File: src/hw/rtl/fpa_pkg.sv
// Shared opcode codes and pipeline side-band type for the fixed-point ALU.
package fpa_pkg;

    localparam int unsigned WORD_W = 32;

    typedef enum logic [3:0] {
        FN_ADD      = 4'd0,
        FN_SUB      = 4'd1,
        FN_MUL      = 4'd2,
        FN_DIV      = 4'd3,
        FN_GT       = 4'd4,
        FN_LT       = 4'd5,
        FN_GE       = 4'd6,
        FN_LE       = 4'd7,
        FN_EQ       = 4'd8,
        FN_NE       = 4'd9,
        FN_MIN      = 4'd10,
        FN_MAX      = 4'd11,
        FN_INC      = 4'd12,
        FN_DEC      = 4'd13,
        FN_FROM_INT = 4'd14,
        FN_TO_INT   = 4'd15
    } func_t;

    // Fields that ride along the divider row next to the partial quotient.
    typedef struct packed {
        func_t              func;
        logic [WORD_W-1:0]  res;   // finished result of every non-divide op
        logic               cmp;
        logic               dz;
        logic               neg;   // quotient sign
    } side_t;

endpackage

File: src/hw/rtl/fpa_div_cell.sv
// One restoring-divide cell: retire one quotient bit and pass the item on.
module fpa_div_cell
    import fpa_pkg::*;
#(
    parameter int unsigned QW = 40
) (
    input  logic           aclk,
    input  logic           aresetn,
    input  logic           en,
    input  logic           vld_in,
    input  side_t          side_in,
    input  logic [31:0]    rem_in,
    input  logic [QW-1:0]  nq_in,
    input  logic [31:0]    d_in,
    output logic           vld_reg,
    output side_t          side_reg,
    output logic [31:0]    rem_reg,
    output logic [QW-1:0]  nq_reg,
    output logic [31:0]    d_reg
);

    logic [33:0]    diff;
    logic           ge;
    logic [31:0]    rem_next;
    logic [QW-1:0]  nq_next;

    // Shift the next numerator bit into the remainder, trial-subtract the divisor.
    always_comb begin
        diff     = {1'b0, rem_in, nq_in[QW-1]} - {2'b00, d_in};
        ge       = ~diff[33];
        rem_next = ge ? diff[31:0] : {rem_in[30:0], nq_in[QW-1]};
        nq_next  = {nq_in[QW-2:0], ge};
    end

    always_ff @(posedge aclk) begin
        if (!aresetn) begin
            vld_reg <= 1'b0;
        end else if (en) begin
            vld_reg <= vld_in;
        end
    end

    always_ff @(posedge aclk) begin
        if (en) begin
            side_reg <= side_in;
            rem_reg  <= rem_next;
            nq_reg   <= nq_next;
            d_reg    <= d_in;
        end
    end

endmodule

File: config.mk
export PLATFORM = sky130hd
export DESIGN_NAME = fpa_div_cell
export DESIGN_NICKNAME = d
export VERILOG_FILES = /design/src/hw/rtl/fpa_pkg.sv /design/src/hw/rtl/fpa_div_cell.sv
export SDC_FILE = /design/constraint.sdc
export NUM_CORES = 1
export LEC_CHECK = 0
export BUFFER_PORTS_ARGS = -buffer_cell sky130_fd_sc_hd__buf_2
export CAP_MARGIN = 10
export CORE_MARGIN = 2
export CORE_UTILIZATION = 45
export DETAILED_ROUTE_END_ITERATION = 12
export GPL_TIMING_DRIVEN = 0
export PLACE_DENSITY = 0.73
export SLEW_MARGIN = 15
export SYNTH_ARGS = -nofsm -noshare
export SYNTH_HDL_FRONTEND = slang
export SYNTH_SLANG_ARGS = --single-unit
export TNS_END_PERCENT = 30
File: constraint.sdc
create_clock -name aclk -period 3.4 [get_ports aclk]
set_clock_uncertainty 0.1 [all_clocks]
set_input_delay 0.34 -clock aclk [delete_from_list [all_inputs] [get_ports aclk]]
set_output_delay 0.34 -clock aclk [all_outputs]
set_load 0.1 [all_outputs]
==> flow_metrics.tcl <==
set metrics [dict create \
    cp_data_arrival_time_ns 3.37 \
    via_per_inst 5.14 \
    drc 0 \
    die_x_um 125 \
    powerDensity_nw_per_um2 624 \
    initial_core_util 0.459 \
    grt_pass1_wl_um 29100 \
    hp-class "input pin to flip-flop" \
    clk_pin_slew_ns 0.06 \
    clkPwrFrac 0.297 \
    finalSetupViolations 0 \
    yosys_register_bits 144 \
    routed_wl_um 19100 \
    cts-buffers-inserted 17 \
    ir_drop_uv 318 \
    p_sw_frac 0.408 \
    htree_levels 4 \
    period_share 0.968 \
    place_ws_ns -0.174 \
    first_global_vias 5537 \
    p_seq_frac 0.359 \
    slowest_delay_ns 0.52 \
    hold_ws_ns 0.00613 \
    rows 44 \
    crit_family "compound AO/OA/AOI/OAI gates" \
    layout.nets 1047 \
    yosys_warnings 0 \
    worstMarginPinSlew_ns 0.566 \
    max-slew-margin-rel 0.620 \
    ant_nets 0 \
    tns_ns 0 \
    cp.required_ns 3.48 \
    seq_area_frac_synth 0.650 \
    start_kind "input pin" \
    fp.dieH_um 125 \
    dr.pass1.iters 4 \
    clock_latency_ns 0.42 \
    core_area_um2 14500 \
    p_sw_w 0.00251 \
    area_delta_synth_final_pct 48.7 \
    slew_violations 0 \
    antenna_found_initial 1 \
    leakage_nw 4.38 \
    cp_max_fo 6 \
    n_antenna_cell 0 \
    status "completed" \
    wl_per_cell_um 17.9 \
    max_cap_viol_count 0 \
    grt_max_degree 89 \
    cts_tree "done" \
    final_common_cell "buf_2" \
    grtUsageTotal 0.236 \
    first_iter_violations 302 \
    io_pins 291 \
    ys.flop_type "edfxtp_1" \
    io_buffers 290 \
    num_vias 5466 \
    hpwlAfterDp_um 13100 \
    async_flop_share 0 \
    p_comb_frac 0.344 \
    critPathBufInv 3 \
    crit_type "input pin to flip-flop" \
    place.gp.congestion 0.878 \
    mostFrequentLayoutCells "291 x buf_2, 143 x edfxtp_1, 92 x dlygate4sd3_1" \
    synth_cell_types 59 \
    synth_area_um2 6640 \
    syn_area_per_cell_um2 14.3 \
    design.die.area_um2 15700 \
    cts-root-buf "clkbuf_16" \
    syn-instance-count 465 \
    rsz0062_at_grt "false" \
    drive_gt1_frac 0.388 \
    power.internal_w 0.00365 \
    crit_slowest_cell "dlygate4sd3_1" \
    synth_nets 645 \
    layout_setup_ws_ns 0.109 \
    clockBufferDepth 2 \
    clock-sinks 144 \
    endpoint_kind "flip-flop" \
    period_minus_slack_ns 3.29 \
    finalHoldViolCount 0 \
    synth_edf_count 143 \
    cp_cell_sequence "dlygate4sd3_1 > buf_2 > inv_1 > ha_1 > a211oi_1 > o211a_1 > o31ai_2 > a221o_1 > a2111oi_4 > o21bai_2 > xor2_1 > mux2_4" \
    largest_register_ffs 40 \
    grt-ovfl-total 0 \
    max_clock_freq_ghz 0.304 \
]
[per-layer routing]
layer / track usage / vias up / part of all wire
met5: 0 / - / 0.00052
met4: 0.0850 / 2 / 0.026
met3: 0.0702 / 40 / 0.065
met2: 0.420 / 217 / 0.52
met1: 0.269 / 2639 / 0.39
li1: - / 2568 / -
[power groups by stage]
stage                     Combinational (W)  Clock [W]  Sequential [W]
final                               0.00212    0.00183         0.00221
after global routing                0.00220    0.00194         0.00222
after CTS                           0.00211    0.00184         0.00221
after detailed placement            0.00202          0         0.00224
after global placement              0.00200          0         0.00224
after floorplan                    0.000386          0         0.00349
[synth_stat cells (3+ instances only)]
master | n | area [µm²]
a211oi_1 | 4 | 30.0
a21o_1 | 9 | 67.6
a21oi_1 | 27 | 135
a31oi_1 | 4 | 25.0
and2_1 | 4 | 25.0
and3_1 | 10 | 62.6
edfxtp_1 | 143 | 4290
ha_1 | 32 | 400
inv_1 | 40 | 150
mux2_1 | 26 | 293
mux2i_1 | 5 | 50.1
nand2_1 | 26 | 97.6
nand2b_1 | 3 | 18.8
nand3_1 | 5 | 25.0
nand4_1 | 3 | 18.8
nor2_1 | 15 | 56.3
nor2b_1 | 5 | 31.3
nor3_1 | 7 | 35.0
o211ai_1 | 4 | 30.0
o21a_1 | 4 | 30.0
o21ai_0 | 11 | 55.1
o21ai_1 | 4 | 20.0
o21bai_1 | 5 | 37.5
o31ai_1 | 4 | 30.0
xnor2_1 | 15 | 131
xor2_1 | 9 | 78.8
[worst register-to-register path, stage by stage (launching register included)]
cell	delay, ns
dfxtp_1	0.31
mux2i_1	0.15
nor2b_1	0.07
[repair_timing]
item,CTS,global route
hold buffers,87,5
setup buffers,0,1
endpoints found under the setup margin,0,26
hold endpoints to repair,87,5
resized for setup,0,5
[final timing paths]
path / slack (ns) / startpoint / cells past startpoint / end
setup reg to reg: 2.66 / vld_reg$_SDFFE_PN0P_ / 2 / vld_reg$_SDFFE_PN0P_
hold / removal: 0.006 / d_in[24] / 1 / d_reg[24]$_DFFE_PP_
setup / recovery: 0.11 / d_in[7] / 12 / rem_reg[26]$_DFFE_PP_
hold reg to reg: 0.48 / vld_reg$_SDFFE_PN0P_ / 2 / vld_reg$_SDFFE_PN0P_
[kinds of logic (layout without fill, tap and decap cells)]
logic type,Yosys count,in the layout,share of synthesized area
multiplexers,33,33,0.0556
adder cells (fa/ha/maj),33,33,0.0633
flip-flops,144,144,0.650
AND/OR/NAND/NOR,85,85,0.0626
XOR/XNOR,24,24,0.0317
buffers and inverters,47,462,0.0298
AO/OA/AOI/OAI,99,99,0.107
[metrics by stage]
stage	cell area (µm²)	cells	power, W	utilization
finish	9880	1064	0.00617	0.682
global route	9880	1064	0.00636	0.682
CTS	9800	1059	0.00615	0.677
detailed placement	8360	940	0.00426	0.577
global placement	8320	939	0.00424	0.575
floorplan	6640	465	0.00388	-
[layout make-up]
class,count,area [µm²]
clock inverter,15,149
inverter,40,150
multi-input combinational,274,2150
sequential,144,4310
clock buffer,17,425
buffer,6,47.5
timing repair buffer,384,2410
tap,184,230
fill,1005,4600
Power figures use the tool's default switching activity.
