==> src/hw/rtl/fpa_pkg.sv <==
// Shared opcode codes and pipeline side-band type for the fixed-point ALU.
package fpa_pkg;

    localparam int unsigned WORD_W = 32;

    typedef enum logic [3:0] {
        FN_ADD      = 4'd0,
        FN_SUB      = 4'd1,
        FN_MUL      = 4'd2,
        FN_DIV      = 4'd3,
        FN_GT       = 4'd4,
        FN_LT       = 4'd5,
        FN_GE       = 4'd6,
        FN_LE       = 4'd7,
        FN_EQ       = 4'd8,
        FN_NE       = 4'd9,
        FN_MIN      = 4'd10,
        FN_MAX      = 4'd11,
        FN_INC      = 4'd12,
        FN_DEC      = 4'd13,
        FN_FROM_INT = 4'd14,
        FN_TO_INT   = 4'd15
    } func_t;

    // Fields that ride along the divider row next to the partial quotient.
    typedef struct packed {
        func_t              func;
        logic [WORD_W-1:0]  res;   // finished result of every non-divide op
        logic               cmp;
        logic               dz;
        logic               neg;   // quotient sign
    } side_t;

endpackage

==> src/hw/rtl/fpa_front.sv <==
// Entry stage: decode, all non-divide ops including multiply, and divider operand setup.
module fpa_front
    import fpa_pkg::*;
#(
    parameter int unsigned FRAC_BITS = 8,
    parameter int unsigned QW        = 40
) (
    input  logic                aclk,
    input  logic                aresetn,
    input  logic                en,
    input  logic                in_valid,
    input  logic [3:0]          func,
    input  logic signed [31:0]  operand_a,
    input  logic signed [31:0]  operand_b,
    output logic                vld_reg,
    output side_t               side_reg,
    output logic [QW-1:0]       nq_reg,
    output logic [31:0]         d_reg
);

    side_t                side_next;
    logic signed [63:0]   prod;
    logic signed [63:0]   prod_sh;
    logic [31:0]          amag;
    logic [31:0]          bmag;

    always_comb begin
        prod    = 64'(operand_a) * 64'(operand_b);
        prod_sh = prod >>> FRAC_BITS;
        amag    = operand_a[31] ? 32'(-operand_a) : operand_a;
        bmag    = operand_b[31] ? 32'(-operand_b) : operand_b;

        side_next.func = func_t'(func);
        side_next.res  = '0;
        side_next.cmp  = 1'b0;
        side_next.dz   = 1'b0;
        side_next.neg  = operand_a[31] ^ operand_b[31];
        case (func_t'(func))
            FN_ADD:      side_next.res = operand_a + operand_b;
            FN_SUB:      side_next.res = operand_a - operand_b;
            FN_MUL:      side_next.res = prod_sh[31:0];
            FN_DIV:      side_next.dz  = (operand_b == 32'sd0);
            FN_GT:       side_next.cmp = (operand_a >  operand_b);
            FN_LT:       side_next.cmp = (operand_a <  operand_b);
            FN_GE:       side_next.cmp = (operand_a >= operand_b);
            FN_LE:       side_next.cmp = (operand_a <= operand_b);
            FN_EQ:       side_next.cmp = (operand_a == operand_b);
            FN_NE:       side_next.cmp = (operand_a != operand_b);
            FN_MIN:      side_next.res = (operand_b < operand_a) ? operand_b : operand_a;
            FN_MAX:      side_next.res = (operand_b > operand_a) ? operand_b : operand_a;
            FN_INC:      side_next.res = operand_a + 32'sd1;
            FN_DEC:      side_next.res = operand_a - 32'sd1;
            FN_FROM_INT: side_next.res = operand_a << FRAC_BITS;
            FN_TO_INT:   side_next.res = operand_a >>> FRAC_BITS;
            default:     side_next.res = '0;
        endcase
    end

    always_ff @(posedge aclk) begin
        if (!aresetn) begin
            vld_reg <= 1'b0;
        end else if (en) begin
            vld_reg <= in_valid;
        end
    end

    always_ff @(posedge aclk) begin
        if (en) begin
            side_reg <= side_next;
            nq_reg   <= QW'(amag) << FRAC_BITS;
            d_reg    <= bmag;
        end
    end

endmodule

==> config.mk <==
export PLATFORM = sky130hd
export DESIGN_NAME = fpa_front
export DESIGN_NICKNAME = d
export VERILOG_FILES = /design/src/hw/rtl/fpa_pkg.sv /design/src/hw/rtl/fpa_front.sv
export SDC_FILE = /design/constraint.sdc
export NUM_CORES = 2
export LEC_CHECK = 0
export BUFFER_PORTS_ARGS = -buffer_cell sky130_fd_sc_hd__buf_2
export CORE_ASPECT_RATIO = 0.9
export CORE_UTILIZATION = 50
export DETAILED_ROUTE_END_ITERATION = 7
export GPL_ROUTABILITY_DRIVEN = 0
export PLACE_DENSITY_LB_ADDON = 0.05
export SLEW_MARGIN = 20
export SYNTH_ARGS = -nofsm -noshare
export SYNTH_HDL_FRONTEND = slang
export SYNTH_SLANG_ARGS = --single-unit
==> constraint.sdc <==
create_clock -name aclk -period 14.5 [get_ports aclk]
set_clock_uncertainty 0.15 [all_clocks]
set_input_delay 1.45 -clock aclk [delete_from_list [all_inputs] [get_ports aclk]]
set_output_delay 1.45 -clock aclk [all_outputs]
set_load 0.02 [all_outputs]
==> impl_metrics.yaml <==
worst_setup_path:
  crit_type: "primary input to flip-flop"
  crit_arrival_ps: 9470
  startpoint_type: "primary input"
  cp-end-kind: "flip-flop"
  reg2reg_from: "vld_reg$_SDFFE_PN0P_"
  crit_path_start: "operand_b[4]"
  crit_fanout: 39
  cp.required_ps: 14490
global_routing:
  grt_pass1_wl_um: 172000
  antenna_found_initial: 9
  grt_max_degree: 55
  overflow: 0
  grt_usage_pct: 34.5
  grt_pass1_vias: 27900
floorplan:
  core_area_mm2: 0.0645
  num_rows: 88
  num_io_pins: 184
  die_h_um: 245
  fp.dieArea_mm2: 0.0668
  initial_core_util_pct: 51.0
  die_w_um: 272
clock_network:
  htreeDepth: 3
  clockBufferDepth: 2
  postCtsSetupBuffers: 0
  cts_made_buffers: 9
  cts_tree: "done"
  postCtsHoldBufs: 0
  clock_sinks: 104
  ctsRootBufferMaster: "clkbuf_16"
  cts-resized-gates: 0
  clkTransAtPathRegs_ps: 100
  clkLatencyLatePin_ps: 380
timing:
  worstMarginPinSlew_ps: 1070
  fin_tns_setup_ps: 0
  fmax_mhz: 105
  setup_viol: 0
  hold_viol: 0
  relSlewSlack_pct: 27.4
  period_needed_ps: 9480
  period_share_pct: 65.4
  timing.hold.ws_ps: 379
  final-max-slew-violation-count: 0
  rsz0062_at_grt: "no"
status:
  violations: "design-rule violations"
  status: "complete, but fails checks"
run:
  max_cap_viol_count: 0
drt:
  vias: 26300
  finalWirelength_um: 112000
  avgViaCountPerCell: 5.84
  drc_errors: 17
  wl_per_cell_um: 24.9
  drt_iter0_markers: 2775
  antenna_left: 0
  drtPass1Iterations: 8
finish:
  area_growth_pct: 5.33
  nets: 4604
  largest_reg_flops: 39
  drive_gt1_share_pct: 7.53
synthesis:
  synth_edf_count: 103
  synth_area_mm2: 0.0329
  synthCells: 3638
  ys_dominant_reg_cell: "edfxtp_1"
  synthDistinctLibCells: 81
  ys_seq_area_share_pct: 9.46
  ys_seq_elements: 104
  avgSynthCellArea_um2: 9.04
  yosys_warnings: 0
  synthArstFlopShare_pct: 0
worst_hold_path:
  worst_hold_path_type: "flip-flop to flip-flop"
  min_from: "vld_reg$_SDFFE_PN0P_"
placed_design:
  place_hpwl_um: 84000
  portBuffers: 175
==> worst paths after layout <==
kind	to	slack [ps]	cells past startpoint
setup / recovery	side_reg[24]$_DFFE_PP_	5020	25
hold / removal	vld_reg$_SDFFE_PN0P_	380	2
setup reg to reg	vld_reg$_SDFFE_PN0P_	13750	2
hold reg to reg	vld_reg$_SDFFE_PN0P_	380	2
==> per-stage QoR <==
| stage | area [um2] | setup WS, ps | util, % | cells |
|---|---|---|---|---|
| 2_1_floorplan | 32900 | 5360 | - | 3645 |
| 3_3_place_gp | 34400 | 4790 | 53.3 | 4493 |
| 3_5_place_dp | 34400 | 4690 | 53.3 | 4493 |
| 4_1_cts | 34600 | 5070 | 53.7 | 4509 |
| 5_1_grt | 34600 | 4530 | 53.7 | 4509 |
| 6_report | 34700 | 5020 | 53.7 | 4510 |
==> per-layer routing <==
layer | global-route usage [%] | part of all wire (%) | wire length, um | vias up
met5 | 0.292 | 0.068 | 76 | -
met4 | 15.6 | 5.1 | 5780 | 8
met3 | 6.45 | 9.1 | 10200 | 345
met2 | 54.9 | 45 | 50800 | 1319
met1 | 45.9 | 40 | 45300 | 13400
li1 | - | - | - | 11200
==> final cells by class <==
cell class,count,area (um2)
Antenna cell,1,2.50
Clock buffer,10,229
Clock inverter,6,61.3
Fill cell,6024,29900
Inverter,700,2630
Multi-Input combinational cell,2609,26300
Sequential cell,104,3110
Tap cell,855,1070
Timing Repair Buffer,225,1250
==> worst max-delay path, cell delays in order <==
cell,delay [ps]
buf_2,710
and2_1,250
fa_1,440
fa_1,490
inv_1,50
fa_1,470
fa_1,550
inv_1,50
fa_1,500
inv_1,60
fa_1,530
inv_1,50
fa_1,500
fa_1,420
ha_1,330
and3_1,170
a2111oi_0,660
nor3_1,190
a21oi_1,160
o21ai_0,80
a21oi_1,420
xnor2_1,130
a222oi_1,290
o221ai_1,160
or3_1,340
==> placed cells by master (no fill, tap or decap), drive strengths merged, types with 12 or more instances in the layout <==
cell type  Yosys  layout
nand2b        24      24
edfxtp       103     103
fa           644     644
a221oi        16      16
xor2          35      35
mux2i         14      14
inv          700     703
nand2        388     388
or3           25      25
o31ai         12      12
a21o          43      43
buf           27     225
and2         400     400
o21ai         83      83
o21bai        12      12
a21oi        122     122
xnor2        183     183
ha           239     239
nor3          22      22
nor2         117     117
a31oi         17      17
nand3         27      27
nand4         19      19
a221o         14      14
a222oi        19      19
==> cell usage after synthesis, types with 4 or more instances <==
cell type    n  area (um2)
a21o_1      43         323
nor4_1       4        25.0
a31oi_1     16         100
mux2i_1     14         140
xor2_1      35         307
and3_1      10        62.6
nor2b_1     10        62.6
inv_1      698        2620
a211o_1      5        43.8
nand2b_1    23         144
xnor2_1    183        1600
o21a_1       9        67.6
fa_1       644       12900
o21ai_0     83         415
a221oi_1    16         140
nand4_1     18         113
a221o_1     14         140
a2111oi_0    4        35.0
a21oi_1    122         611
nor3_1      21         105
o31ai_1     12        90.1
o21bai_1    12        90.1
and2_1     400        2500
or3_4        5        56.3
buf_1       14        52.6
a222oi_1    19         190
nand2_1    388        1460
o221ai_1    10        87.6
ha_1       239        2990
a211oi_1     9        67.6
clkbuf_1   205         769
or3_1       20         125
o22ai_1      5        31.3
nor2_1     115         432
buf_4        8        60.1
o211ai_1     5        37.5
or4_1        4        30.0
edfxtp_1   103        3090
nand3_1     27         135
==> cell families (layout without fill, tap and decap cells) <==
logic type | Yosys count | in the layout | synth area share, %
adders and majority gates | 883 | 883 | 48.3
other | 1 | 9 | 0.0114
buffers and inverters | 932 | 941 | 10.8
and+or+nand+nor | 1073 | 1073 | 16.9
AOI/OAI and AO/OA | 413 | 413 | 8.36
xor gates and xnor gates | 218 | 218 | 5.80
muxes | 14 | 14 | 0.426
DFF | 104 | 104 | 9.46
Power is not shown: default switching activity piles up to over one toggle a cycle in this logic, so the estimate is an artifact.
