===== src/hw/rtl/fpa_pkg.sv =====
// Shared opcode codes and pipeline side-band type for the fixed-point ALU.
package fpa_pkg;

    localparam int unsigned WORD_W = 32;

    typedef enum logic [3:0] {
        FN_ADD      = 4'd0,
        FN_SUB      = 4'd1,
        FN_MUL      = 4'd2,
        FN_DIV      = 4'd3,
        FN_GT       = 4'd4,
        FN_LT       = 4'd5,
        FN_GE       = 4'd6,
        FN_LE       = 4'd7,
        FN_EQ       = 4'd8,
        FN_NE       = 4'd9,
        FN_MIN      = 4'd10,
        FN_MAX      = 4'd11,
        FN_INC      = 4'd12,
        FN_DEC      = 4'd13,
        FN_FROM_INT = 4'd14,
        FN_TO_INT   = 4'd15
    } func_t;

    // Fields that ride along the divider row next to the partial quotient.
    typedef struct packed {
        func_t              func;
        logic [WORD_W-1:0]  res;   // finished result of every non-divide op
        logic               cmp;
        logic               dz;
        logic               neg;   // quotient sign
    } side_t;

endpackage


===== src/hw/rtl/fpa_back.sv =====
// Output stage: apply quotient sign, pick the result, hold the output item.
module fpa_back
    import fpa_pkg::*;
#(
    parameter int unsigned QW = 40
) (
    input  logic           aclk,
    input  logic           aresetn,
    input  logic           en,
    input  logic           vld_in,
    input  side_t          side_in,
    input  logic [QW-1:0]  quo_in,
    output logic           vld_reg,
    output logic [31:0]    res_reg,
    output logic           cmp_reg,
    output logic           dz_reg
);

    logic [QW-1:0]  quo_signed;
    logic [31:0]    res_next;

    always_comb begin
        quo_signed = side_in.neg ? (~quo_in + QW'(1)) : quo_in;
        if (side_in.func == FN_DIV) begin
            res_next = side_in.dz ? 32'd0 : quo_signed[31:0];
        end else begin
            res_next = side_in.res;
        end
    end

    always_ff @(posedge aclk) begin
        if (!aresetn) begin
            vld_reg <= 1'b0;
        end else if (en) begin
            vld_reg <= vld_in;
        end
    end

    always_ff @(posedge aclk) begin
        if (en) begin
            res_reg <= res_next;
            cmp_reg <= side_in.cmp;
            dz_reg  <= side_in.dz;
        end
    end

endmodule


===== config.mk =====
export PLATFORM = sky130hd
export DESIGN_NAME = fpa_back
export DESIGN_NICKNAME = d
export VERILOG_FILES = /design/src/hw/rtl/fpa_pkg.sv /design/src/hw/rtl/fpa_back.sv
export SDC_FILE = /design/constraint.sdc
export NUM_CORES = 1
export LEC_CHECK = 0
export BUFFER_PORTS_ARGS = -buffer_cell sky130_fd_sc_hd__buf_2
export CAP_MARGIN = 20
export CORE_MARGIN = 3
export CORE_UTILIZATION = 40
export CTS_BUF_LIST = sky130_fd_sc_hd__clkbuf_8
export DETAILED_ROUTE_END_ITERATION = 8
export PLACE_DENSITY = 0.76
export SYNTH_ARGS = -nofsm -noshare
export SYNTH_HDL_FRONTEND = slang
export SYNTH_SLANG_ARGS = --single-unit
export TNS_END_PERCENT = 100

===== constraint.sdc =====
create_clock -name aclk -period 2 [get_ports aclk]
set_clock_uncertainty 0.2 [all_clocks]
set_input_delay 0.4 -clock aclk [delete_from_list [all_inputs] [get_ports aclk]]
set_output_delay 0.4 -clock aclk [all_outputs]
set_load 0.005 [all_outputs]

==> results of run 1 <==
-- final timing paths --
check	from	to	slack [ns]	cells past startpoint
min	side_in[2]	cmp_reg	0.09	1
min reg2reg	vld_reg	vld_reg	0.32	2
max	quo_in[5]	res_reg[17]	0.03	7
max reg2reg	vld_reg	vld_reg	1.21	2
-- routing by layer --
layer | vias to the layer above | routed length [um] | track usage, %
met4 | 0 | 122 | 6.76
met2 | 70 | 3280 | 35.0
li1 | 1060 | - | -
met3 | 10 | 385 | 3.48
met5 | - | 0 | 0
met1 | 1022 | 2330 | 21.4
-- synthesized netlist by cell type (2+ instances only) --
| cell | instances | area (um^2) |
|---|---|---|
| xor2_1 | 5 | 43.8 |
| xnor2_1 | 25 | 219 |
| o41ai_2 | 7 | 114 |
| nand3_1 | 4 | 20.0 |
| nand4_1 | 3 | 18.8 |
| nand2b_1 | 2 | 12.5 |
| nor3_1 | 2 | 10.0 |
| mux2i_1 | 2 | 20.0 |
| inv_1 | 4 | 15.0 |
| nor2_1 | 3 | 11.3 |
| buf_1 | 2 | 7.51 |
| nand3_2 | 2 | 20.0 |
| nor3_2 | 2 | 20.0 |
| o21ai_0 | 4 | 20.0 |
| nor4_4 | 2 | 42.5 |
| nor4_2 | 2 | 25.0 |
| edfxtp_1 | 34 | 1020 |
| o41ai_1 | 2 | 17.5 |
| o31ai_1 | 16 | 120 |
| o21ai_1 | 4 | 20.0 |
| clkbuf_1 | 6 | 22.5 |
| a22o_1 | 24 | 210 |
| nand2_1 | 14 | 52.6 |
| a21oi_1 | 2 | 10.0 |
-- cell families (layout without fill, tap and decap cells) --
group	Yosys count	in the layout	share of synthesized area (%)
AND/OR/NAND/NOR	45	45	13.5
flip-flops	35	35	47.4
multiplexers	2	2	0.912
buffers and inverters	13	178	2.28
AO/OA/AOI/OAI	59	59	23.3
adder cells (fa/ha/maj)	1	1	0.570
XOR/XNOR	30	30	12.0
-- where the power goes --
group / switching (mW) / internal, mW
combinational: 0.209 / 0.255
sequential: 0.0134 / 0.875
clock: 0.244 / 0.272
total: 0.467 / 1.40
-- final cells by class --
| cell class | instances | share of cell area (%) |
|---|---|---|
| clock buffer | 6 | 2.36 |
| clock inverter | 2 | 0.250 |
| inverter | 4 | 0.428 |
| multi-input combinational | 137 | 35.4 |
| sequential | 35 | 29.7 |
| tap | 70 | 2.50 |
| timing repair buffer | 166 | 29.4 |
-- worst reg2reg max path, stage by stage, from the launching register on --
cell,delay (ns)
dfxtp_1,0.31
mux2i_1,0.12
nor2b_1,0.06
-- through the flow --
step,setup TNS [ns],cell area (um^2)
after floorplan,-0.00702,2210
after global routing,-0.225,3500
after detailed placement,-5.69,3220
final,0,3500
after global placement,-4.96,3220
after CTS,0,3330
-- what timing repair did --
item	in CTS	in global routing
setup endpoints to repair	5	18
resized for setup	3	28
buffers inserted	0	6
pin swaps	2	13
==> metrics.cfg, run 1 <==
[clock_tree]
cts_num_sinks = 35
cts_tree = yes
ctsHoldBuffers = 0
clk_latency_ns = 0.28
numCtsBuffers = 5
clk_pin_slew_ns = 0.07
cts_max_path_buffers = 2
root_buffer = clkbuf_8
ctsHtreeMaxLevel = 2

[worst_setup_path]
crit_path_max_fanout = 5
critPathKind = primary input to flip-flop
cp_slowest_cell = o41ai_2
critPathMaxStageDelay_ns = 0.29
worstPathCellList = buf_6, nor4_4, buf_4, nand4_1, o41ai_2, xor2_1, a21oi_1
cp_top_family = simple AND/OR/NAND/NOR gates
required_ns = 1.83
crit_buf_inv = 2
cp-end-kind = flip-flop
arrival_ns = 1.81
start_kind = primary input

[cells_and_area]
layout_common_cells = 104 x buf_2, 55 x buf_4, 34 x edfxtp_1
largest_reg_flops = 32
multi_input_area_mm2 = 0.00124
final_util_pct = 67.3
fin_cells = 420
area_delta_synth_final_pct = 59.7
layout-drive-gt1-share_pct = 58.9
antennaDiodeCount = 0
fillCellCount = 420
nets = 433
final_common_cell = buf_2
regArea_mm2 = 0.00104

[global_route]
antenna_found_initial = 0
grt_pass1_vias = 2093
grt_pass1_wl_um = 9320
grt_start_max_net_pins = 36
gr-total-overflow = 0
grt_use_total_pct = 18.9

[timing]
fin_ws_ns = 0.0259
setup_viol_count_final = 0
fmax_mhz = 507
period_share_pct = 98.7
rsz0062_at_grt = true
worst_hold_slack_ns = 0.0899
slew_headroom_pct = 76.1
slew_viol_final = 0
worst_slew_pin_slew_ns = 0.354
final-hold-violation-count = 0
min_period_ns = 1.97

[worst_hold_path]
hp-class = primary input to flip-flop

[place]
dp.cells = 406
gp_congestion = 0.816
port_buffers = 109
dp_hpwl_um = 4670
post-place-ws_ns = -0.322

[yosys]
ys_warn_count = 0
synth_edf_count = 34
async_flop_share_pct = 0
yosys_register_bits = 35
ys_seq_area_share_pct = 47.4
netlist_area_mm2 = 0.00219
synth_cells = 185
synth_flop_cell = edfxtp_1
syn_nets = 269
syn_area_per_cell_um2 = 11.9
yosysUniqueCellTypes = 36

[detailed_routing]
drtIter0Drc = 65
wl_per_cell_um = 14.6
wl_um = 6120
drc_errors = 0
vias = 2162
via_per_inst = 5.15
ant_nets = 0
firstDrtPassIters = 4

[power_and_ir_drop]
leakagePower_nw = 1.52
power_density_mw_per_mm2 = 533
ir_drop_uv = 250
fin_total_pwr_mw = 1.87

[die]
dieWidth_um = 80.1
pin_count = 118
dieArea_mm2 = 0.00641
core-area_mm2 = 0.00520
rows = 26
die_h_um = 80.1
start_util_pct = 42.2

[run_status]
status = finished, final reports clean

[run]
cap_violations = 0

Power figures use the tool's default switching activity.
==> run 2: changes to the inputs <==
- CTS_BUF_LIST: sky130_fd_sc_hd__clkbuf_8 -> sky130_fd_sc_hd__clkbuf_16
==> run 2 against run 1 <==
  * The run now ends with negative setup slack left
  * Core utilization increased by 1.8 points
  * Cell count increased by 0.24%
  * Register-to-register slack about the same
  * Combinational power increased by 1%
  * Flip-flop and latch count unchanged
  * Sequential power about the same
  * Critical endpoint is now res_reg[25]
  * Highest routed layer unchanged
==> metrics.cfg, run 2 (synthesis results as in run 1) <==
[place]
placed_area_mm2 = 0.00322  ; unchanged
post-place-ws_ns = -0.322  ; unchanged
dp.cells = 406  ; unchanged
gp_congestion = 0.816  ; unchanged
dp_hpwl_um = 4670  ; unchanged
port_buffers = 109  ; unchanged

[detailed_routing]
vias = 2132  ; -1.4%
via_per_inst = 5.06  ; -1.6%
drc_errors = 0  ; unchanged
ant_nets = 0  ; unchanged
drtIter0Drc = 86  ; +32%
wl_per_cell_um = 14.7  ; +0.79%
wl_um = 6180  ; +1.0%
firstDrtPassIters = 4  ; unchanged

[global_route]
grt_pass1_vias = 2094  ; +0.048%
antenna_found_initial = 0  ; unchanged
grt_start_max_net_pins = 36  ; unchanged
grt_pass1_wl_um = 9290  ; -0.23%
gr-total-overflow = 0  ; unchanged
grt_use_total_pct = 19.0  ; +0.12 points

[clock_tree]
clk_latency_ns = 0.28  ; about the same
ctsHtreeMaxLevel = 2  ; unchanged
cts_max_path_buffers = 2  ; unchanged
root_buffer = clkbuf_16
cts_num_sinks = 35  ; unchanged
cts_tree = yes
numCtsBuffers = 5  ; unchanged
clk_pin_slew_ns = 0.05  ; -0.02 ns

[power_and_ir_drop]
power_density_mw_per_mm2 = 578  ; +8.4%
ir_drop_uv = 361  ; +44%
leakagePower_nw = 1.58  ; +3.8%
fin_total_pwr_mw = 2.08  ; +11%

[run_status]
violations = negative setup slack
status = finished, violations left

[cells_and_area]
layout-drive-gt1-share_pct = 58.7  ; -0.17 points
largest_reg_flops = 32  ; unchanged
area_delta_synth_final_pct = 64.0
fin_cells = 421  ; +0.24%
layout_common_cells = 104 x buf_2, 54 x buf_4, 34 x edfxtp_1
final_common_cell = buf_2
antennaDiodeCount = 0  ; unchanged
nets = 434  ; +0.23%
final_util_pct = 69.1  ; +1.8 points
fin_area_mm2 = 0.00360  ; +2.7%

[worst_setup_path]
critPathKind = primary input to flip-flop
required_ns = 1.83  ; about the same
arrival_ns = 1.86  ; +0.05 ns
worstPathCellList = buf_2, nor3_2, buf_4, nand2_1, o41ai_4, xnor2_1, a22o_1
start_kind = primary input
crit_path_start = quo_in[12]
r2r-start = vld_reg
crit_path_max_fanout = 3  ; -2
critPathMaxStageDelay_ns = 0.41  ; +0.12 ns
cp_top_family = compound AO/OA/AOI/OAI gates
crit_buf_inv = 2  ; unchanged
cp-end-kind = flip-flop
cp_slowest_cell = o41ai_4

[timing]
fin_tns_setup_ns = -0.0295  ; -0.0295 ns
slew_viol_final = 0  ; unchanged
worst_hold_slack_ns = 0.0946  ; +0.00466 ns
worst_slew_pin_slew_ns = 0.352  ; -0.00170 ns
period_share_pct = 101  ; +2.8 points
fmax_mhz = 493  ; -2.7%
slew_headroom_pct = 76.2  ; +0.11 points
setup_viol_count_final = 1  ; +1
final-hold-violation-count = 0  ; unchanged
min_period_ns = 2.03  ; +0.0554 ns
fin_ws_ns = -0.0295  ; -0.0554 ns
rsz0062_at_grt = true

[die]
start_util_pct = 42.2  ; unchanged
pin_count = 118  ; unchanged
dieArea_mm2 = 0.00641  ; unchanged
core-area_mm2 = 0.00520  ; unchanged
rows = 26  ; unchanged
dieWidth_um = 80.1  ; unchanged
die_h_um = 80.1  ; unchanged

[worst_hold_path]
worstHoldStart = side_in[2]
hp-class = primary input to flip-flop

[run]
cap_violations = 0  ; unchanged

[run 2: cell types whose count changed in the layout (fill, tap and decap cells not counted), sizes merged]
| cell | before | now |
|---|---|---|
| clkbuf | 6 | 5 |
| buf | 166 | 167 |
| clkinv | 1 | 2 |
[run 2: worst paths after layout]
path | to | slack [ns] | depth (start not counted)
setup / recovery | res_reg[25] | -0.03 | 7
hold / removal | cmp_reg | 0.09 | 1
setup reg to reg | vld_reg | 1.21 | 2
hold reg to reg | vld_reg | 0.32 | 2
[run 2: worst register-to-register path: cells and delay by family, from the launching register on]
family,cells,cell delay [ns]
flops,1,0.30
mux,1,0.12
simple gates,1,0.06
[run 2: routing by layer]
metal | wire length [um] | GRT usage, % | vias to the layer above | part of all wire, %
li1 | - | - | 1064 | -
met1 | 2330 | 21.0 | 998 | 38
met2 | 3380 | 34.9 | 61 | 55
met3 | 359 | 4.48 | 9 | 5.8
met4 | 109 | 7.26 | 0 | 1.8
met5 | 0 | 0 | - | 0
[run 2: power by group]
part	internal (mW)	total, mW	switching [mW]
Sequential	0.877	0.890	0.0134
Combinational	0.258	0.469	0.212
Clock	0.449	0.722	0.273
Total	1.58	2.08	0.498
[run 2: timing repair]
| item | 4_1_cts | 5_1_grt |
|---|---|---|
| setup endpoints to repair | 7 | 19 |
| resized for setup | 3 | 35 |
| hold buffers | 0 | 0 |
| pin swaps | 1 | 19 |
| buffers inserted | 0 | 7 |
[run 2: cell type report]
class | instances | area [um^2]
fillers | 406 | 1610
multi-input cells | 137 | 1270
repair buffers | 167 | 1050
flip-flops and latches | 35 | 1040
clock buffers | 5 | 125
well taps | 70 | 87.6
inverters | 4 | 15.0
clock inverters | 3 | 12.5
